**src/hw/rtl/ttcs_pkg.sv**
```systemverilog
// Shared types, constants and helper functions for the text terminal writer.
package ttcs_pkg;

  localparam int SCREEN_COLUMNS = 80;
  localparam int SCREEN_ROWS    = 25;
  localparam int TAB_WIDTH      = 4;

  localparam int CELL_COUNT   = SCREEN_ROWS * SCREEN_COLUMNS;
  localparam int SCROLL_CELLS = CELL_COUNT - SCREEN_COLUMNS;
  localparam int ADDR_W       = $clog2(CELL_COUNT);
  localparam int ROW_W        = $clog2(SCREEN_ROWS + 1);
  localparam int COL_W        = $clog2(SCREEN_COLUMNS);
  localparam int TABC_W       = $clog2(TAB_WIDTH + 1);
  localparam int CELL_W       = 16;

  localparam logic [7:0] CH_NEWLINE   = 8'h0A;
  localparam logic [7:0] CH_RETURN    = 8'h0D;
  localparam logic [7:0] CH_TAB       = 8'h09;
  localparam logic [7:0] CH_BACKSPACE = 8'h08;
  localparam logic [7:0] CH_SPACE     = 8'h20;

  localparam logic [7:0]        STYLE_RESET = 8'h07;
  localparam logic [CELL_W-1:0] BLANK_RESET = {STYLE_RESET, CH_SPACE};

  typedef enum logic [1:0] {
    OP_PUT   = 2'd0,
    OP_READ  = 2'd1,
    OP_SET   = 2'd2,
    OP_CLEAR = 2'd3
  } op_t;

  typedef enum logic [2:0] {
    CK_PRINT,
    CK_NEWLINE,
    CK_RETURN,
    CK_TAB,
    CK_BACKSPACE
  } ch_kind_t;

  typedef enum logic [3:0] {
    DP_NOP,
    DP_LATCH,
    DP_PUT_CHAR,
    DP_PUT_SPACE,
    DP_NEWLINE,
    DP_RETURN,
    DP_TAB_INIT,
    DP_BACKSPACE,
    DP_SET_CURSOR,
    DP_READ_ISSUE,
    DP_READ_CAPTURE,
    DP_CLEAR_INIT,
    DP_SCROLL_INIT,
    DP_SCROLL_COPY,
    DP_SCROLL_END,
    DP_FILL_STYLE
  } dp_op_t;

  typedef enum logic [3:0] {
    ST_RESET_FILL,
    ST_IDLE,
    ST_DISPATCH,
    ST_TAB,
    ST_CHECK,
    ST_SCROLL_COPY,
    ST_SCROLL_BLANK,
    ST_SCROLL_END,
    ST_CLEAR,
    ST_READ_WAIT,
    ST_FINISH
  } state_t;

  typedef struct packed {
    dp_op_t op;
    logic   reset_fill;
  } dp_cmd_t;

  typedef struct packed {
    op_t      op;
    ch_kind_t ch_kind;
    logic     row_over;
    logic     tab_busy;
    logic     copy_done;
    logic     sweep_last;
  } dp_status_t;

  // Linear cell address of a row and column.
  function automatic logic [ADDR_W-1:0] cell_addr(input logic [ROW_W-1:0] r,
                                                  input logic [COL_W-1:0] c);
    cell_addr = ADDR_W'(int'(r) * SCREEN_COLUMNS + int'(c));
  endfunction

  // Number of spaces a tab writes from a given column; a constant lookup.
  function automatic logic [TABC_W-1:0] tab_gap(input logic [COL_W-1:0] c);
    logic [TABC_W-1:0] g;
    g = TABC_W'(TAB_WIDTH);
    for (int k = 0; k < SCREEN_COLUMNS; k++) begin
      if (c == COL_W'(k)) g = TABC_W'(TAB_WIDTH - (k % TAB_WIDTH));
    end
    return g;
  endfunction

endpackage

```
**src/hw/rtl/ttcs_ctrl.sv**
```systemverilog
// Controller state machine sequencing the datapath for each item.
module ttcs_ctrl (
  input  logic                 clk,
  input  logic                 rst,
  input  logic                 start,
  input  ttcs_pkg::dp_status_t status,
  output ttcs_pkg::dp_cmd_t    cmd,
  output logic                 busy,
  output logic                 done
);

  ttcs_pkg::state_t state, state_next;

  always_ff @(posedge clk) begin
    if (rst) begin
      state <= ttcs_pkg::ST_RESET_FILL;
    end else begin
      state <= state_next;
    end
  end

  always_comb begin
    state_next     = state;
    cmd.op         = ttcs_pkg::DP_NOP;
    cmd.reset_fill = 1'b0;
    busy           = 1'b1;
    done           = 1'b0;
    case (state)
      ttcs_pkg::ST_RESET_FILL: begin
        cmd.op         = ttcs_pkg::DP_FILL_STYLE;
        cmd.reset_fill = 1'b1;
        if (status.sweep_last) state_next = ttcs_pkg::ST_IDLE;
      end
      ttcs_pkg::ST_IDLE: begin
        busy = 1'b0;
        if (start) begin
          cmd.op     = ttcs_pkg::DP_LATCH;
          state_next = ttcs_pkg::ST_DISPATCH;
        end
      end
      ttcs_pkg::ST_DISPATCH: begin
        case (status.op)
          ttcs_pkg::OP_PUT: begin
            case (status.ch_kind)
              ttcs_pkg::CK_NEWLINE: begin
                cmd.op     = ttcs_pkg::DP_NEWLINE;
                state_next = ttcs_pkg::ST_CHECK;
              end
              ttcs_pkg::CK_RETURN: begin
                cmd.op     = ttcs_pkg::DP_RETURN;
                state_next = ttcs_pkg::ST_FINISH;
              end
              ttcs_pkg::CK_TAB: begin
                cmd.op     = ttcs_pkg::DP_TAB_INIT;
                state_next = ttcs_pkg::ST_TAB;
              end
              ttcs_pkg::CK_BACKSPACE: begin
                cmd.op     = ttcs_pkg::DP_BACKSPACE;
                state_next = ttcs_pkg::ST_FINISH;
              end
              default: begin
                cmd.op     = ttcs_pkg::DP_PUT_CHAR;
                state_next = ttcs_pkg::ST_CHECK;
              end
            endcase
          end
          ttcs_pkg::OP_READ: begin
            cmd.op     = ttcs_pkg::DP_READ_ISSUE;
            state_next = ttcs_pkg::ST_READ_WAIT;
          end
          ttcs_pkg::OP_SET: begin
            cmd.op     = ttcs_pkg::DP_SET_CURSOR;
            state_next = ttcs_pkg::ST_FINISH;
          end
          default: begin
            cmd.op     = ttcs_pkg::DP_CLEAR_INIT;
            state_next = ttcs_pkg::ST_CLEAR;
          end
        endcase
      end
      ttcs_pkg::ST_TAB: begin
        cmd.op     = ttcs_pkg::DP_PUT_SPACE;
        state_next = ttcs_pkg::ST_CHECK;
      end
      ttcs_pkg::ST_CHECK: begin
        // A row past the bottom scrolls first; a pending tab then resumes.
        if (status.row_over) begin
          cmd.op     = ttcs_pkg::DP_SCROLL_INIT;
          state_next = ttcs_pkg::ST_SCROLL_COPY;
        end else if (status.tab_busy) begin
          state_next = ttcs_pkg::ST_TAB;
        end else begin
          state_next = ttcs_pkg::ST_FINISH;
        end
      end
      ttcs_pkg::ST_SCROLL_COPY: begin
        cmd.op = ttcs_pkg::DP_SCROLL_COPY;
        if (status.copy_done) state_next = ttcs_pkg::ST_SCROLL_BLANK;
      end
      ttcs_pkg::ST_SCROLL_BLANK: begin
        cmd.op = ttcs_pkg::DP_FILL_STYLE;
        if (status.sweep_last) state_next = ttcs_pkg::ST_SCROLL_END;
      end
      ttcs_pkg::ST_SCROLL_END: begin
        cmd.op     = ttcs_pkg::DP_SCROLL_END;
        state_next = ttcs_pkg::ST_CHECK;
      end
      ttcs_pkg::ST_CLEAR: begin
        cmd.op = ttcs_pkg::DP_FILL_STYLE;
        if (status.sweep_last) state_next = ttcs_pkg::ST_FINISH;
      end
      ttcs_pkg::ST_READ_WAIT: begin
        cmd.op     = ttcs_pkg::DP_READ_CAPTURE;
        state_next = ttcs_pkg::ST_FINISH;
      end
      ttcs_pkg::ST_FINISH: begin
        done       = 1'b1;
        state_next = ttcs_pkg::ST_IDLE;
      end
      default: begin
        state_next = ttcs_pkg::ST_IDLE;
      end
    endcase
  end

endmodule

```
**config.mk**
```make
export PLATFORM = sky130hd
export DESIGN_NAME = ttcs_ctrl
export DESIGN_NICKNAME = d
export VERILOG_FILES = /design/src/hw/rtl/ttcs_pkg.sv /design/src/hw/rtl/ttcs_ctrl.sv
export SDC_FILE = /design/constraint.sdc
export NUM_CORES = 1
export LEC_CHECK = 0
export BUFFER_PORTS_ARGS = -buffer_cell sky130_fd_sc_hd__buf_2
export CORE_AREA = 2 2 39 41
export DETAILED_ROUTE_END_ITERATION = 7
export DIE_AREA = 0 0 41 43
export GPL_ROUTABILITY_DRIVEN = 0
export PLACE_DENSITY = 0.73
export SLEW_MARGIN = 10
export SYNTH_ARGS = -nofsm -noshare
export SYNTH_HDL_FRONTEND = slang
export SYNTH_SLANG_ARGS = --single-unit
```
**constraint.sdc**
```tcl
create_clock -name clk -period 1.81 [get_ports clk]
set_input_delay 0.181 -clock clk [delete_from_list [all_inputs] [get_ports clk]]
set_output_delay 0.181 -clock clk [all_outputs]
set_load 0.02 [all_outputs]
```
* Word-level counts from Yosys, hierarchy flattened
Index checks and enable logic that the tools add are counted.
** Storage, ports and cells
- Register bits :: 4
- Input port bits :: 12
** Cells by class
- Equality and inequality tests :: 21
- Multiplexer cells :: 18
- Reduce and logical (&&, ||, !) cells :: 6
** Operators by type and width (number)
- one-hot mux 4 bit (9 select lines) :: 1
- two-way mux 4 bit :: 8
- one-hot mux 4 bit (8 select lines) :: 1
- one-hot mux 4 bit (3 select lines) :: 2
- == test 4 x 3 -> 1 bit (second input constant) :: 4
- == test 4 bit (second input constant) :: 3
- one-hot mux 3 bit (4 select lines) :: 1
- != test 2 bit (second input constant) :: 5
- == test 4 x 2 -> 1 bit (second input constant) :: 2
- one-hot mux 4 bit (2 select lines) :: 1
- == test 3 x 2 -> 1 bit (second input constant) :: 2
- AND reduction 5 bit :: 1
- == test 4 x 1 -> 1 bit (second input constant) :: 1
- logical NOT 4 bit :: 1
- two-way mux 1 bit :: 4
- OR reduction 2 bit :: 2
- == test 3 x 1 -> 1 bit (second input constant) :: 1
- == test 3 bit (second input constant) :: 1
- OR reduction 3 bit :: 1
- == test 2 x 1 -> 1 bit (second input constant) :: 1
- == test 2 bit (second input constant) :: 1
- logical NOT 2 bit :: 1

* Depth between registers and ports, before layout
- Depth after elaboration :: 5
- Depth in mapped cells :: 6
- Mapped depth without buffers :: 6

* Worst setup path before layout
OpenSTA, ideal clock, no wires.
- Path type :: reg-to-output
- Start point :: register state[2]
- End point :: output cmd[1] (netlist name)
- Arrival :: 1.358 ns
- Required time :: 1.629 ns
- Path slack :: 0.271 ns
- Cell stages (with the launch flop) :: 7
- Path through :: dfxtp_1 buf_4 clkbuf_1 nor3_1 o21ai_0 o21ai_0 o2bb2ai_1
** RTL lines
- from (decl) :: line ttcs_ctrl.sv:12 : ttcs_pkg::state_t state, state_next;
- from (signal assigned) :: line ttcs_ctrl.sv:16 : state <= ttcs_pkg::ST_RESET_FILL;
- from (signal assigned) :: line ttcs_ctrl.sv:18 : state <= state_next;
- to (decl) :: line ttcs_ctrl.sv:7 : output ttcs_pkg::dp_cmd_t cmd,

==> flow_summary.ini <==
[drt]
drc_errors = 0
vias = 694
drtPass1Iterations = 4
ant_nets = 0
wire_per_inst_um = 12.9
finalWirelength_mm = 1.58
drtIter0Drc = 12
routed_via_density = 5.64

[finish]
fin_area_sq_um = 744
syn2layout_area_growth_pct = 20.2
final_nets = 124
drive_above_1_share = 0.299
top_regs = state (4)
largest_reg_flops = 4
insertedDiodeCount = 0
fin_cells = 123
regMostFlops = state
finish.utilization = 0.538

[cts]
cts_inserted_buffers = 3
clockBufferDepth = 2
cts.root.buffer_cell = clkbuf_4
cts_tree = done
cts.clk_slew.worst_paths_ns = 0.04
clkLatencyLatePin_ns = 0.24
htree_levels = 1
clock_sinks = 4

[timing]
whs_ns = 0.150
worst_pin_slew_ns = 0.316
clock_skew_ns = 0.000263
maxSlewViolCount = 0
timing.fmax_ghz = 0.569
min_period_ns = 1.76
finalHoldViolCount = 0
setup_viol = 0
setup_slack_ns = 0.0510
max_slew_margin = 0.790
fin_crit_sh = 0.972

[die]
coreArea_sq_um = 1380
die_y_um = 43
io_pins = 19
chipWidth_um = 41
core.rowCount = 14
initial_core_util = 0.448
die_area_sq_um = 1760

[synth]
syn-num-nets = 104
synth_fa_ha_area_frac = 0.0606
yosysSeqAreaShare = 0.129
synth_compound_area_frac = 0.349
netlist_area_sq_um = 619
synthMuxAreaShare = 0
synth_top_family_by_area = compound AO/OA/AOI/OAI gates
synth.ff_latch_count = 4
yosysWarnings = 0
ys.flop_type = dfxtp_1
synth-simple-area-share = 0.327
synthDistinctLibCells = 37
syn_avg_cell_area_sq_um = 6.96
synth_xor_area_frac = 0.0424
netlist_instances = 89
async_flop_share = 0
synth_edf_count = 0

[worst_setup_path]
cpMaxStageDelayCell = dfxtp_1
r2r.worst_path.cells = 4
worstPathArrival_ns = 1.58
criticalPathCategory = flop to primary output
worstPathMaxFanout = 8
regToRegSetupSlack_ns = 0.28
startpoint_type = flop
r2r_end = state[2]
max_stage_delay_ns = 0.45
cp_cell_sequence = nor4b_4 -> nand2_2 -> a2bb2oi_1 -> o31ai_1 -> buf_2
end_kind = primary output
rr_startpoint = state[1]
crit_required_ns = 1.63

[hold_path]
min_path_type = input port to flop
min_path_cells = 2
min-delay-start = rst
hold-path-endpoint = state[2]

[global_routing]
grt_pass1_wl_mm = 2.21
grt_pass1_vias = 554
grt_max_degree = 19
grtUsageTotal = 0.184
antenna_found_initial = 0
grt.overflow.total = 0

[placement]
io_buffers = 18
hpwl_mm = 1.24
place_ws_ns = 0.213
post_dp_cell_area_sq_um = 711
dp.cells = 119

[flow_run]
maxCapViolCount = 0

[power]
p_per_area_nw_per_um2 = 451
leakage_uw = 0.000327
peakVddDrop_mv = 0.278

[status]
status = completed
critical path: cells and delay by family, from the launching register on:
family          cells  cell delay (ns)
flops               1             0.45
compound gates      2             0.23
simple gates        2             0.45
buf+inv             1             0.20
where the power goes:
part           total (uW)  switching [uW]  internal (uW)
combinational         124            70.3           53.7
clock                 114            40.0           74.4
sequential           97.7            6.06           91.6
placed cells by master (no fill, tap or decap), types with 2 or more instances in the layout:
master	count
nand2b_1	5
o21ai_0	7
nand2_1	3
a21o_1	2
a21oi_1	9
nor3_1	4
dfxtp_2	3
and3_1	2
o22ai_1	2
nor2_1	10
inv_1	6
buf_2	18
buf_4	3
nor4_1	2
xor2_1	2
ha_1	3
nor2b_1	3
clkbuf_4	3
logic make-up after synthesis:
family          count (synthesis)
flops                           4
xor+xnor                        3
buf+inv                        12
simple gates                   35
fa+ha+maj                       3
compound gates                 32
cell type report:
cell class              instances  area [sq um]
clock buffers                   3          22.5
fillers                       139           639
inverters                       6          22.5
multi-input cells              73           483
flip-flops and latches          4          83.8
well taps                      16          20.0
repair buffers                 21           113
Yosys cell counts (3+ instances only):
master,instances,share of area
clkbuf_1,4,0.024
nor2_1,10,0.061
ha_1,3,0.061
nor2b_1,3,0.030
nand2b_1,5,0.051
dfxtp_1,4,0.13
nor3_1,4,0.032
inv_1,6,0.036
o21ai_0,7,0.057
a21oi_1,9,0.073
nand2_1,3,0.018
per-layer routing:
metal | up-vias | wire length [um] | track usage
met5 | - | 0 | 0
met4 | 0 | 63 | 0.0867
met3 | 7 | 97 | 0.0366
li1 | 361 | - | -
met2 | 24 | 748 | 0.288
met1 | 302 | 675 | 0.228
metrics by stage:
step / power, uW / setup TNS (ns)
after detailed placement: 222 / 0
final: 336 / 0
after global placement: 220 / 0
after global routing: 358 / -0.0176
after CTS: 337 / 0
after floorplan: 180 / 0
worst max-delay path by stage:
stage / from / endpoint / slack [ns] / depth (start not counted)
floorplan: state[2] / cmd[1] / 0.27 / 6
global placement: state[2] / cmd[3] / 0.24 / 5
detailed placement: state[2] / cmd[3] / 0.21 / 5
CTS: state[3] / cmd[3] / 0.05 / 5
global route: state[1] / cmd[3] / -0.02 / 5
finish: state[1] / cmd[3] / 0.05 / 5
timing repair:
item	in CTS	in global routing
resized for setup	1	2
buffers inserted	0	1
pin swaps	0	1
endpoints found under the setup margin	2	2
hold buffers	0	0
Power figures use the tool's default switching activity.
